`src/sv/stk_pkg.sv`:
```
`timescale 1ns / 1ps
`default_nettype none
// ----------------------------------------------------------------------------
// stk_pkg
// types, token kind codes and character constants shared by the tokenizer
// ----------------------------------------------------------------------------
package stk_pkg;

  // token kinds
  localparam logic [4:0] KIND_ID     = 5'd0;
  localparam logic [4:0] KIND_NUM    = 5'd1;
  localparam logic [4:0] KIND_STR    = 5'd2;
  localparam logic [4:0] KIND_LBRACE = 5'd3;
  localparam logic [4:0] KIND_RBRACE = 5'd4;
  localparam logic [4:0] KIND_LBRACK = 5'd5;
  localparam logic [4:0] KIND_RBRACK = 5'd6;
  localparam logic [4:0] KIND_LPAREN = 5'd7;
  localparam logic [4:0] KIND_RPAREN = 5'd8;
  localparam logic [4:0] KIND_ASSIGN = 5'd9;
  localparam logic [4:0] KIND_SEMI   = 5'd10;
  localparam logic [4:0] KIND_COMMA  = 5'd11;
  localparam logic [4:0] KIND_PLUS   = 5'd12;
  localparam logic [4:0] KIND_MINUS  = 5'd13;
  localparam logic [4:0] KIND_STAR   = 5'd14;
  localparam logic [4:0] KIND_SLASH  = 5'd15;
  localparam logic [4:0] KIND_PCT    = 5'd16;
  localparam logic [4:0] KIND_DOT    = 5'd17;
  localparam logic [4:0] KIND_EOF    = 5'd18;
  localparam logic [4:0] KIND_ERR    = 5'd19;

  // characters
  localparam logic [7:0] CH_NUL   = 8'h00;
  localparam logic [7:0] CH_LF    = 8'h0A;
  localparam logic [7:0] CH_SPACE = 8'h20;
  localparam logic [7:0] CH_QUOTE = 8'h22;
  localparam logic [7:0] CH_UNDER = 8'h5F;

  typedef struct packed {
    logic [7:0] char_byte;
    logic       end_of_text;
  } src_item_t;

  typedef struct packed {
    logic [4:0] token_kind;
    logic [7:0] value_byte;
    logic       has_byte;
    logic       token_start;
    logic       token_end;
    logic       run_last;
  } tok_item_t;

  // all results caused by one source byte
  typedef struct packed {
    logic [1:0]           count;
    tok_item_t [2:0]      item;
  } tok_bundle_t;

  typedef enum logic [4:0] {
    MODE_IDLE = 5'b00001,
    MODE_ID   = 5'b00010,
    MODE_NUM  = 5'b00100,
    MODE_STR  = 5'b01000,
    MODE_HALT = 5'b10000
  } lex_mode_t;

  function automatic logic is_digit(input logic [7:0] c);
    return (c >= 8'h30) && (c <= 8'h39);
  endfunction

  function automatic logic is_letter(input logic [7:0] c);
    return ((c >= 8'h61) && (c <= 8'h7A)) || ((c >= 8'h41) && (c <= 8'h5A));
  endfunction

  // punctuator kind, KIND_ERR when the byte is no punctuator
  function automatic logic [4:0] punct_kind(input logic [7:0] c);
    logic [4:0] k;
    k = KIND_ERR;
    case (c)
      8'h7B:   k = KIND_LBRACE;
      8'h7D:   k = KIND_RBRACE;
      8'h5B:   k = KIND_LBRACK;
      8'h5D:   k = KIND_RBRACK;
      8'h28:   k = KIND_LPAREN;
      8'h29:   k = KIND_RPAREN;
      8'h3D:   k = KIND_ASSIGN;
      8'h3B:   k = KIND_SEMI;
      8'h2C:   k = KIND_COMMA;
      8'h2B:   k = KIND_PLUS;
      8'h2D:   k = KIND_MINUS;
      8'h2A:   k = KIND_STAR;
      8'h2F:   k = KIND_SLASH;
      8'h25:   k = KIND_PCT;
      8'h2E:   k = KIND_DOT;
      default: k = KIND_ERR;
    endcase
    return k;
  endfunction

  function automatic tok_item_t mk_item(input logic [4:0] kind, input logic [7:0] b,
                                        input logic hb, input logic st, input logic en);
    tok_item_t t;
    t.token_kind  = kind;
    t.value_byte  = b;
    t.has_byte    = hb;
    t.token_start = st;
    t.token_end   = en;
    t.run_last    = 1'b0;
    return t;
  endfunction

endpackage

`default_nettype wire

```
`src/sv/source_tokenizer_stream_unit.sv`:
```
`timescale 1ns / 1ps
`default_nettype none
// ----------------------------------------------------------------------------
// source_tokenizer_stream_unit
// streaming lexer: source bytes in, token-marked characters out
// ----------------------------------------------------------------------------
// each result is stored in the bundle queue as its byte is taken and is shown once it reaches the head
// throughput: one byte per cycle while full is low; a byte with k results needs k pop
//   transfers on the output side, absorbed by a DEPTH-entry bundle queue before full rises
// full follows the queue fill; halted bytes are still taken but give nothing
// reset (rst, synchronous): lexer idle, queue and output walk cleared
module source_tokenizer_stream_unit import stk_pkg::*; #(
  parameter int DEPTH = 4
) (
  input  wire logic      clk,
  input  wire logic      rst,
  // source side
  input  wire logic      push,
  output logic           full,
  input  wire src_item_t src_item,
  // result side
  output logic           empty,
  input  wire logic      pop,
  output tok_item_t      tok_item
);

  logic        accept;
  tok_bundle_t fr_bundle;
  logic        fr_valid;
  tok_bundle_t head;
  logic        q_empty;
  logic        q_rd;

  // byte transfer in whenever the queue has room
  assign accept = push && !full;

  // front: mode register and byte classification
  stk_front u_front (
    .clk          (clk),
    .rst          (rst),
    .accept       (accept),
    .src_item     (src_item),
    .bundle       (fr_bundle),
    .bundle_valid (fr_valid)
  );

  // bundles with no result never enter the queue
  stk_queue #(
    .DEPTH (DEPTH)
  ) u_queue (
    .clk     (clk),
    .rst     (rst),
    .wr_en   (fr_valid),
    .wr_data (fr_bundle),
    .rd_en   (q_rd),
    .rd_data (head),
    .q_empty (q_empty),
    .q_full  (full)
  );

  // back: one result per pop transfer, head released after its last one
  stk_back u_back (
    .clk      (clk),
    .rst      (rst),
    .head     (head),
    .q_empty  (q_empty),
    .pop      (pop),
    .q_rd     (q_rd),
    .tok_item (tok_item),
    .empty    (empty)
  );

endmodule

`default_nettype wire

```
`src/sv/stk_front.sv`:
```
`timescale 1ns / 1ps
`default_nettype none
// ----------------------------------------------------------------------------
// stk_front
// holds the lexer mode and classifies each source byte into a result bundle
// ----------------------------------------------------------------------------
module stk_front import stk_pkg::*; (
  input  wire logic        clk,
  input  wire logic        rst,
  input  wire logic        accept,
  input  wire src_item_t   src_item,
  output tok_bundle_t      bundle,
  output logic             bundle_valid
);

  lex_mode_t mode;
  lex_mode_t mode_next;

  always_comb begin
    logic [7:0]      c;
    logic            eot;
    logic [1:0]      n;
    logic            go_idle;
    logic            cont;
    logic [4:0]      run_kind;
    logic [4:0]      pk;
    tok_item_t [2:0] items;

    c         = src_item.char_byte;
    eot       = src_item.end_of_text;
    n         = 2'd0;
    go_idle   = 1'b0;
    cont      = 1'b0;
    items     = '0;
    mode_next = mode;
    run_kind  = (mode == MODE_ID) ? KIND_ID : KIND_NUM;
    pk        = punct_kind(c);

    unique case (mode) inside
      MODE_HALT: begin
      end
      MODE_STR: begin
        if (c == CH_QUOTE) begin
          items[n] = mk_item(KIND_STR, 8'h00, 1'b0, 1'b0, 1'b1); n = n + 2'd1;
          mode_next = MODE_IDLE;
          if (eot) begin
            items[n] = mk_item(KIND_EOF, 8'h00, 1'b0, 1'b0, 1'b0); n = n + 2'd1;
          end
        end else if (c == CH_NUL) begin
          items[n] = mk_item(KIND_ERR, 8'h00, 1'b0, 1'b0, 1'b0); n = n + 2'd1;
          mode_next = MODE_HALT;
        end else begin
          items[n] = mk_item(KIND_STR, c, 1'b1, 1'b0, 1'b0); n = n + 2'd1;
          if (eot) begin
            items[n] = mk_item(KIND_ERR, 8'h00, 1'b0, 1'b0, 1'b0); n = n + 2'd1;
            mode_next = MODE_HALT;
          end
        end
      end
      MODE_ID, MODE_NUM: begin
        cont = (mode == MODE_ID) ? (is_letter(c) || is_digit(c) || (c == CH_UNDER))
                                 : is_digit(c);
        if (cont) begin
          items[n] = mk_item(run_kind, c, 1'b1, 1'b0, eot); n = n + 2'd1;
          if (eot) begin
            items[n] = mk_item(KIND_EOF, 8'h00, 1'b0, 1'b0, 1'b0); n = n + 2'd1;
            mode_next = MODE_IDLE;
          end
        end else begin
          // close the run, then treat the byte as in idle
          items[n] = mk_item(run_kind, 8'h00, 1'b0, 1'b0, 1'b1); n = n + 2'd1;
          mode_next = MODE_IDLE;
          go_idle   = 1'b1;
        end
      end
      MODE_IDLE: begin
        go_idle = 1'b1;
      end
      default: begin
      end
    endcase

    if (go_idle) begin
      if (c == CH_NUL) begin
        items[n] = mk_item(KIND_EOF, 8'h00, 1'b0, 1'b0, 1'b0); n = n + 2'd1;
      end else if ((c == CH_SPACE) || (c == CH_LF)) begin
        if (eot) begin
          items[n] = mk_item(KIND_EOF, 8'h00, 1'b0, 1'b0, 1'b0); n = n + 2'd1;
        end
      end else if (is_digit(c) || is_letter(c)) begin
        items[n] = mk_item(is_digit(c) ? KIND_NUM : KIND_ID, c, 1'b1, 1'b1, eot);
        n = n + 2'd1;
        if (eot) begin
          items[n] = mk_item(KIND_EOF, 8'h00, 1'b0, 1'b0, 1'b0); n = n + 2'd1;
        end else begin
          mode_next = is_digit(c) ? MODE_NUM : MODE_ID;
        end
      end else if (c == CH_QUOTE) begin
        items[n] = mk_item(KIND_STR, 8'h00, 1'b0, 1'b1, 1'b0); n = n + 2'd1;
        if (eot) begin
          items[n] = mk_item(KIND_ERR, 8'h00, 1'b0, 1'b0, 1'b0); n = n + 2'd1;
          mode_next = MODE_HALT;
        end else begin
          mode_next = MODE_STR;
        end
      end else if (pk != KIND_ERR) begin
        items[n] = mk_item(pk, c, 1'b1, 1'b1, 1'b1); n = n + 2'd1;
        if (eot) begin
          items[n] = mk_item(KIND_EOF, 8'h00, 1'b0, 1'b0, 1'b0); n = n + 2'd1;
        end
      end else begin
        items[n] = mk_item(KIND_ERR, 8'h00, 1'b0, 1'b0, 1'b0); n = n + 2'd1;
        mode_next = MODE_HALT;
      end
    end

    // mark the last result of this byte
    if (n != 2'd0) begin
      items[n - 2'd1].run_last = 1'b1;
    end

    bundle.count = n;
    bundle.item  = items;
    bundle_valid = accept && (n != 2'd0);
  end

  always_ff @(posedge clk) begin
    if (rst) begin
      mode <= MODE_IDLE;
    end else if (accept) begin
      mode <= mode_next;
    end
  end

endmodule

`default_nettype wire

```
`src/sv/stk_queue.sv`:
```
`timescale 1ns / 1ps
`default_nettype none
// ----------------------------------------------------------------------------
// stk_queue
// short queue of result bundles between the classifier and the output side
// ----------------------------------------------------------------------------
module stk_queue import stk_pkg::*; #(
  parameter int DEPTH = 4
) (
  input  wire logic        clk,
  input  wire logic        rst,
  input  wire logic        wr_en,
  input  wire tok_bundle_t wr_data,
  input  wire logic        rd_en,
  output tok_bundle_t      rd_data,
  output logic             q_empty,
  output logic             q_full
);

  localparam int AW = (DEPTH > 1) ? $clog2(DEPTH) : 1;

  tok_bundle_t       store [DEPTH];
  logic [AW-1:0]     wr_ptr;
  logic [AW-1:0]     rd_ptr;
  logic [AW:0]       count;

  assign q_empty = (count == '0);
  assign q_full  = (count == (AW + 1)'(DEPTH));
  assign rd_data = store[rd_ptr];

  always_ff @(posedge clk) begin
    if (wr_en) begin
      store[wr_ptr] <= wr_data;
    end
  end

  always_ff @(posedge clk) begin
    if (rst) begin
      wr_ptr <= '0;
      rd_ptr <= '0;
      count  <= '0;
    end else begin
      if (wr_en) begin
        wr_ptr <= (wr_ptr == AW'(DEPTH - 1)) ? '0 : wr_ptr + 1'b1;
      end
      if (rd_en) begin
        rd_ptr <= (rd_ptr == AW'(DEPTH - 1)) ? '0 : rd_ptr + 1'b1;
      end
      case ({wr_en, rd_en})
        2'b10:   count <= count + 1'b1;
        2'b01:   count <= count - 1'b1;
        default: count <= count;
      endcase
    end
  end

endmodule

`default_nettype wire

```
`src/sv/stk_back.sv`:
```
`timescale 1ns / 1ps
`default_nettype none
// ----------------------------------------------------------------------------
// stk_back
// walks the head bundle one result at a time and releases it when done
// ----------------------------------------------------------------------------
module stk_back import stk_pkg::*; (
  input  wire logic        clk,
  input  wire logic        rst,
  input  wire tok_bundle_t head,
  input  wire logic        q_empty,
  input  wire logic        pop,
  output logic             q_rd,
  output tok_item_t        tok_item,
  output logic             empty
);

  logic [1:0] idx;
  logic       last;

  assign last     = (idx == (head.count - 2'd1));
  assign empty    = q_empty;
  assign tok_item = head.item[idx];
  assign q_rd     = pop && !q_empty && last;

  always_ff @(posedge clk) begin
    if (rst) begin
      idx <= 2'd0;
    end else if (pop && !q_empty) begin
      idx <= last ? 2'd0 : idx + 2'd1;
    end
  end

endmodule

`default_nettype wire

```
`config.mk`:
```
export PLATFORM = sky130hd
export DESIGN_NAME = source_tokenizer_stream_unit
export DESIGN_NICKNAME = d
export VERILOG_FILES = /design/src/sv/stk_pkg.sv /design/src/sv/source_tokenizer_stream_unit.sv /design/src/sv/stk_front.sv /design/src/sv/stk_queue.sv /design/src/sv/stk_back.sv
export SDC_FILE = /design/constraint.sdc
export NUM_CORES = 1
export LEC_CHECK = 0
export ABC_AREA = 1
export CORE_ASPECT_RATIO = 1.2
export CORE_MARGIN = 2
export CORE_UTILIZATION = 69
export CTS_CLUSTER_DIAMETER = 50
export CTS_CLUSTER_SIZE = 40
export DETAILED_ROUTE_END_ITERATION = 8
export DONT_BUFFER_PORTS = 1
export PLACE_DENSITY_LB_ADDON = 0.12
export SYNTH_ARGS = -nofsm -noshare
export SYNTH_HDL_FRONTEND = slang
export SYNTH_SLANG_ARGS = --single-unit
```
`constraint.sdc`:
```
create_clock -name clk -period 9.05 [get_ports clk]
set_input_delay 0 -clock clk [delete_from_list [all_inputs] [get_ports clk]]
set_output_delay 0 -clock clk [all_outputs]
set_load 0.02 [all_outputs]
```
==> key figures, run 1 <==
Logic synthesis
  • Synthesized area per cell: 10.3 um2
  • Number of synthesized flops with an enable pin: between 200 and 250
  • Top FF cell, synth: edfxtp_1
  • Top post-synthesis cells by area: edfxtp_1 (60%), o21ai_0 (6.0%), nor2_1 (6.0%)
  • Top-area cell type share of the netlist area: 0.595
  • Yosys top cell by area: edfxtp_1
  • Synth warn: 0
  • Share of flip-flops with an asynchronous set or reset: 0
  • Post-synthesis sequential area ratio: 0.625
  • Synth Instances: 1,036
  • Library cells used by synthesis: 48
  • Yosys reg bits: about 230
  • Cell area after synthesis: approximately 0.011 mm2

Floorplanning
  • Die area: approximately 0.017 mm2
  • Initial Utilization: 0.709
  • Die X: around 120 um
  • Placement Rows: 49
  • Number of I/O pins: 32
  • Core region area: ~0.015 mm2
  • Chip height: approximately 140 um

Drt
  • Drt wl/cell: 21.3 um
  • Initial DRC count: 912
  • Length of the first detailed-routing pass in iterations: 5
  • DR vias/cell: between 6 and 7
  • Total Routed Length: between 20,000 and 30,000 um
  • Via count: about 8k
  • DRC: 0
  • Final ANT Viol Nets: 0

STA
  • Fmax: ~220 MHz
  • Sum of negative setup slack: 0 ns
  • Setup violations, final: 0
  • Final worst path period need: between 4 and 5 ns
  • Worst Tran Pin Value: approximately 1.1 ns
  • Worst Clk Skew: about 0.021 ns
  • Period utilization: 0.502
  • Fin. Hold Viols: 0
  • Max transition margin: 0.288
  • RSZ-0062 raised after global routing: false
  • Max-slew violation count: 0

Place
  • Post-detail-place hpwl: about 16,000 um
  • Final GP Congestion: between 0.9 and 1
  • Port Buf Inserts: 0

Clock network
  • Clock buffer depth: 3
  • Worst-Skew Late Latency: 0.49 ns
  • CTS tree: yes
  • Worst-path clk slew: 0.10 ns
  • Setup bufs post-CTS: 0
  • CTS sink cnt: ~230
  • Cts bufs inserted: 14
  • Root Buffer Master: clkbuf_16
  • H-tree levels: 1

Flow run
  • Max-cap violations: 0

Worst setup path
  • Top cell by count, worst path: nand2_1
  • Data required, critical path: 9.43 ns
  • Critical path data arrival time: between 4 and 5 ns
  • Setup CP Type: flip-flop to flip-flop
  • Slowest cell on crit path: ha_1
  • CP Launch Type: flip-flop
  • CP peak stage delay: ~0.48 ns
  • Crit path capture type: flip-flop
  • CP Cell Sequence: nor2_1 -> nand4_1 -> inv_1 -> nand2_1 -> nand2_1 -> nand2_1 -> ha_1 -> nand2_1 -> inv_1 -> a211oi_1 -> nand2_1 -> nand2_1 -> nand2_1 -> nand2_2 -> nand3_4 -> nand2_2 -> ha_1 -> inv_1 -> fa_1 -> a21oi_1 -> o21ai_0 -> o21ai_0 -> a21oi_1
  • Worst Path Max Fanout: 14

Outcome
  • Status: complete, no violations

Global routing
  • Wire length of the first global-routing pass: 41,100 um
  • Largest net degree at the start of global routing: ~110
  • Antenna violations before repair: 0
  • Tot GR Track Use: 0.322
  • Remaining global-route overflow: 0
  • Vias in the first global route: roughly 7.7k

Layout
  • Ant diodes: 0
  • Area Overhead vs Synth: 8.28%
  • Fillers: 1,030
  • Share of cells above drive strength 1: 0.0766
  • Final nets: around 1.1k

Power and ir drop
  • Tot Pwr: about 0.0025 W
  • Maximum vdd drop: about 0.19 mV
  • Pleak: 4.23 nW
  • Power Density: 219 mW/mm2

Min path
  • Hold Path Class: input port to flip-flop
## worst paths after layout
kind	from	endpoint	slack, ns	cells past startpoint
setup reg to reg	u_front.mode[0]	u_queue.count[2]	4.51	23
hold reg to reg	u_front.mode[3]	u_front.mode[3]	0.49	2
hold / removal	src_item[4]	u_queue.store[0][41]	0.04	2
setup / recovery	u_front.mode[0]	u_queue.count[2]	4.51	23
## flip-flops by register name, summed over array words and instances, names as in the netlist, named ones only
register        count
u_back.idx          2
u_front.mode        5
u_queue.count       3
u_queue.rd_ptr      2
u_queue.store     212
u_queue.wr_ptr      2
## placed cells by master (no fill, tap or decap), drive strengths merged, types with 2 or more instances in the layout
cell type | netlist | final
nor3 | 11 | 11
a2111oi | 3 | 3
ha | 12 | 12
buf | 4 | 10
dlygate4sd3 | 0 | 14
clkinv | 3 | 8
o22ai | 33 | 33
nor4 | 5 | 5
clkbuf | 43 | 15
nand4 | 7 | 7
nor2 | 179 | 179
o211ai | 11 | 11
nand2 | 180 | 180
inv | 68 | 71
a31oi | 2 | 2
o21bai | 2 | 2
a21oi | 32 | 32
o31ai | 2 | 2
a211oi | 2 | 2
o21ai | 131 | 131
edfxtp | 212 | 212
dfxtp | 16 | 16
a32o | 10 | 10
nand3 | 32 | 32
conb | 1 | 8
o221ai | 27 | 27
## worst max-delay path, delay by kind of cell (launching register included)
family	cells	cell delay (ns)
compound gates	5	0.68
simple gates	12	1.98
fa+ha+maj	3	1.04
buf+inv	3	0.37
flops	1	0.36
## kinds of logic (layout without fill, tap and decap cells)
kind of cell	Yosys count	in the layout	share of synthesized area
AO/OA/AOI/OAI	261	261	0.148
XOR/XNOR	1	1	0.000819
AND/OR/NAND/NOR	414	414	0.167
buffers and inverters	118	119	0.0434
other	1	8	0.000350
adder cells (fa/ha/maj)	13	13	0.0159
flip-flops	228	228	0.625
## layout make-up
cell class / instances / area, um2 / share of cell area
clock inverter: 9 / 175 / 0.0151
inverter: 71 / 269 / 0.0232
multi-input combinational: 697 / 3600 / 0.311
timing repair buffer: 24 / 215 / 0.0186
tap: 204 / 255 / 0.0220
clock buffer: 15 / 375 / 0.0324
sequential: 228 / 6690 / 0.577
## layer usage
layer  track usage  part of all wire  wire [um]  up-vias
met3        0.0375             0.079       2110       72
met1         0.427              0.39      10300     3838
met5             0                 0          0        -
met4         0.108             0.034        893        0
met2         0.558              0.50      13200      406
li1              -                 -          -     3696
## per-stage QoR
stage	cell area (um2)	utilization	hold WS [ns]	setup slack, ns	std cells
detailed placement	10900	0.722	0.0742	4.70	1210
CTS	11600	0.768	0.0163	4.67	1248
global placement	10900	0.722	0.0721	4.82	1210
floorplan	10700	-	0.272	4.15	1043
global route	11600	0.768	0.0304	4.25	1248
finish	11600	0.768	0.0354	4.51	1248
## synth_stat cells (2+ instances only)
cell / count
o22ai_1: 33
o31ai_1: 2
o21bai_1: 2
nor2_4: 2
nor3_1: 10
a21oi_1: 32
ha_1: 12
nor4_1: 3
nor2_1: 171
o21ai_0: 129
buf_6: 2
nand3_1: 27
o211ai_1: 11
a211oi_1: 2
a31oi_1: 2
a32o_1: 10
edfxtp_1: 212
o221ai_1: 27
nand3_2: 4
a2111oi_0: 2
nor2_2: 6
inv_2: 6
nand4_1: 7
nand2_2: 11
clkinv_1: 3
o21ai_1: 2
clkbuf_1: 43
inv_1: 61
dfxtp_1: 16
nand2_1: 165
nand2_4: 4
## power breakdown
| group | switching [W] | leakage, nW | internal (W) |
|---|---|---|---|
| logic | 0.000380 | 1.88 | 0.000139 |
| registers | 0.0000399 | 2.09 | 0.00124 |
| clock network | 0.000375 | 0.263 | 0.000363 |
| total | 0.000795 | 4.23 | 0.00174 |
## repair_timing
action	4_1_cts	5_1_grt
setup endpoints to repair	0	0
endpoints found under the hold margin	109	0
hold buffers	14	0
gates resized for setup	0	0
Power figures use the tool's default switching activity.
==> run 2: changes to the inputs <==
--- a/config.mk
+++ b/config.mk
@@ -5,10 +5,10 @@
 export SDC_FILE = /design/constraint.sdc
 export NUM_CORES = 1
 export LEC_CHECK = 0
-export ABC_AREA = 1
+export ABC_AREA = 0
 export CORE_ASPECT_RATIO = 1.2
 export CORE_MARGIN = 2
-export CORE_UTILIZATION = 69
+export CORE_UTILIZATION = 64
 export CTS_CLUSTER_DIAMETER = 50
 export CTS_CLUSTER_SIZE = 40
 export DETAILED_ROUTE_END_ITERATION = 8
==> constraint.sdc (replaced) <==
create_clock -name clk -period 4.6 [get_ports clk]
set_input_delay 0 -clock clk [delete_from_list [all_inputs] [get_ports clk]]
set_output_delay 0 -clock clk [all_outputs]
set_load 0.02 [all_outputs]
==> run 2 against run 1 <==
Compared with the run above:
- worst setup slack worse by 4.2 ns
- first-iteration DRC count down 5.3%
- utilization decreased by 5.1 points
- global-route usage is 3.6 points lower
- die area up 6.3%
- critical endpoint unchanged
- clock-buffer cell count up 3
==> key figures, run 2 <==
Clock network
  • Worst-Skew Late Latency: around 0.49 ns
  • H-tree levels: 1
  • Worst-path clk slew: ~0.070 ns
  • CTS tree: yes
  • Cts bufs inserted: 18
  • CTS sink cnt: 228
  • Clock buffer depth: 3
  • Resize count post-CTS: 0
  • Root Buffer Master: clkbuf_16

Drt
  • DRC: 0
  • Total Routed Length: approximately 24,000 um
  • Length of the first detailed-routing pass in iterations: 6
  • DR vias/cell: between 6 and 7
  • Via count: ~6.6k
  • Final ANT Viol Nets: 0
  • Initial DRC count: around 860
  • Drt wl/cell: about 25 um

Worst setup path
  • Data required, critical path: around 5 ns
  • Worst-case reg-to-reg path depth: 18
  • CP Launch Type: flip-flop
  • Worst Path Max Fanout: 7
  • R2R Path End: u_queue.count[2]
  • Reg2reg start: u_front.mode[4]
  • Setup CP Type: flip-flop to flip-flop
  • Critical path data arrival time: between 4 and 5 ns
  • Worst R2R Setup Slack: between 0.3 and 0.4 ns
  • Crit path capture type: flip-flop

Floorplanning
  • Placement Rows: 51
  • Initial Utilization: 0.652
  • Chip height: ~140 um
  • Die X: approximately 120 um
  • Die area: approximately 0.018 mm2
  • Core region area: ~0.016 mm2
  • Number of I/O pins: 32

Place
  • Post-detail-place hpwl: between 15,000 and 20,000 um
  • Port Buf Inserts: 0
  • Setup WS pre-CTS: ~0.41 ns
  • Placed cell areas: roughly 0.011 mm2
  • Final GP Congestion: about 0.97

Layout
  • Final nets: about 770
  • Max reg flops: 212
  • Regs by FF count: u_queue.store: 212 flops, u_front.mode: 5 flops, u_queue.count: 3 flops
  • Cell area after layout: around 0.012 mm2
  • Commonest non-fill, non-tap cells in the layout: edfxtp_1 (212), mux4_2 (53), nor2_1 (42), inv_1 (36), nand2_1 (34)
  • Share of cells above drive strength 1: 0.162
  • Multi-input logic area: approximately 0.0036 mm2
  • Largest Register: u_queue.store
  • Fillers: between 1k and 1.5k
  • Ant diodes: 0
  • Sequential cell area: roughly 0.0067 mm2
  • Commonest non-fill, non-tap cell in the layout: edfxtp_1
  • Area Overhead vs Synth: 9.98%

Logic synthesis
  • Library cells used by synthesis: approximately 70
  • Top FF cell, synth: edfxtp_1
  • Share of flip-flops with an asynchronous set or reset: 0
  • Top-count cell post-synth: edfxtp_1
  • Synth Instances: 730
  • Yosys top cell by area: edfxtp_1
  • Number of synthesized flops with an enable pin: about 210
  • Post-synthesis sequential area ratio: 0.632
  • Top-area cell type share of the netlist area: 0.602
  • Synthesized area per cell: around 14 um2
  • Synth warn: 0
  • Top post-synthesis cells by area: edfxtp_1 (60%), mux4_2 (11%), dfxtp_1 (3.0%)
  • Yosys reg bits: 228
  • Cell area after synthesis: 0.0106 mm2
  • Synth cell count leaders: edfxtp_1 (212), mux4_2 (53), nor2_1 (42)

Min path
  • Hold_sp: push
  • Hold Path Class: input port to flip-flop
  • Hold Path Sink: u_front.mode[0]
  • Hold path cells: 3

Power and ir drop
  • Pleak: 3.89 nW
  • Maximum vdd drop: just under 0.3 mV
  • Power Density: around 400 mW/mm2
  • Tot Pwr: roughly 0.0046 W

STA
  • Final worst setup slack: about 0.32 ns
  • Period utilization: 0.931
  • Worst Clk Skew: about 0.015 ns
  • Worst Tran Pin Value: 1.02 ns
  • Max transition margin: 0.312
  • Fmax: around 230 MHz
  • Fin. Hold Viols: 0
  • Sum of negative setup slack: 0 ns
  • Final worst path period need: ~4.3 ns
  • RSZ-0062 raised after global routing: false
  • Setup violations, final: 0
  • Max-slew violation count: 0

Global routing
  • Remaining global-route overflow: 0
  • Vias in the first global route: 6,389
  • Met2 Usage GRT: 0.473
  • Largest net degree at the start of global routing: 54
  • GRT met3 Usage: 0.0462
  • Most Used Layer, Global Route: met2
  • Tot GR Track Use: 0.286
  • Met1 Use GR: 0.405
  • Wire length of the first global-routing pass: ~38,000 um
  • Antenna violations before repair: 0

Outcome
  • Status: complete, no violations

Flow run
  • Max-cap violations: 0
## run 2: kinds of logic after synthesis
logic type,share of synthesized area
buf+inv,0.0292
compound gates,0.0867
flops,0.632
mux,0.134
other cells,0.000355
fa+ha+maj,0.0170
simple gates,0.0922
xor+xnor,0.00817
## run 2: worst max-delay path, stage by stage (launching register included)
cell and delay [ns]:
dfxtp_1 0.33, or3_1 0.43, nor2_1 0.20, a21oi_1 0.12, a21oi_1 0.56, ha_1 0.38
nand2_1 0.13, a21oi_1 0.08, nor2_1 0.10, o22ai_1 0.08, o211ai_1 0.24, a41oi_4 0.24
inv_1 0.10, ha_1 0.18, inv_1 0.06, fa_1 0.37, xor2_1 0.16, or3_1 0.31
a21oi_1 0.15
## run 2: worst max path at each step
| stage | start | end | slack [ns] | cells past startpoint |
|---|---|---|---|---|
| 2_1_floorplan | src_item[1] | u_queue.store[0][0] | 0.48 | 13 |
| 3_3_place_gp | u_front.mode[4] | u_queue.count[2] | 0.62 | 18 |
| 3_5_place_dp | u_front.mode[4] | u_queue.count[2] | 0.41 | 18 |
| 4_1_cts | u_front.mode[4] | u_queue.count[2] | 0.38 | 18 |
| 5_1_grt | u_front.mode[4] | u_queue.count[2] | 0.01 | 19 |
| 6_report | u_front.mode[4] | u_queue.count[2] | 0.32 | 18 |
## run 2: metrics by stage
step	hold slack, ns	utilization	instances
floorplan	0.175	-	737
global placement	0.0708	0.672	926
detailed placement	0.0740	0.672	926
CTS	0.00807	0.717	971
global route	0.0412	0.717	971
finish	0.0174	0.717	971
## run 2: where the power goes
part	total, W	internal, W	switching [W]
combinational	0.000649	0.000236	0.000413
sequential	0.00242	0.00238	0.0000413
clock	0.00155	0.000815	0.000734
total	0.00462	0.00343	0.00119
## run 2: repair_timing
| action | 4_1_cts | 5_1_grt |
|---|---|---|
| setup buffers | 0 | 0 |
| endpoints found under the hold margin | 100 | 0 |
| hold buffers | 13 | 0 |
## run 2: metal layers
layer | routed length, um | vias to the layer above | share of wire
met5 | 0 | - | 0
met4 | 632 | 0 | 0.026
met3 | 1850 | 56 | 0.076
met2 | 12100 | 344 | 0.49
met1 | 9890 | 3285 | 0.40
li1 | - | 2879 | -
## run 2: cell type report
class	count	area share
Multi-Input combinational cell	431	0.310
Tap cell	212	0.0228
Timing Repair Buffer	31	0.0271
Clock buffer	18	0.0387
Inverter	37	0.0119
Clock inverter	14	0.0136
Sequential cell	228	0.575
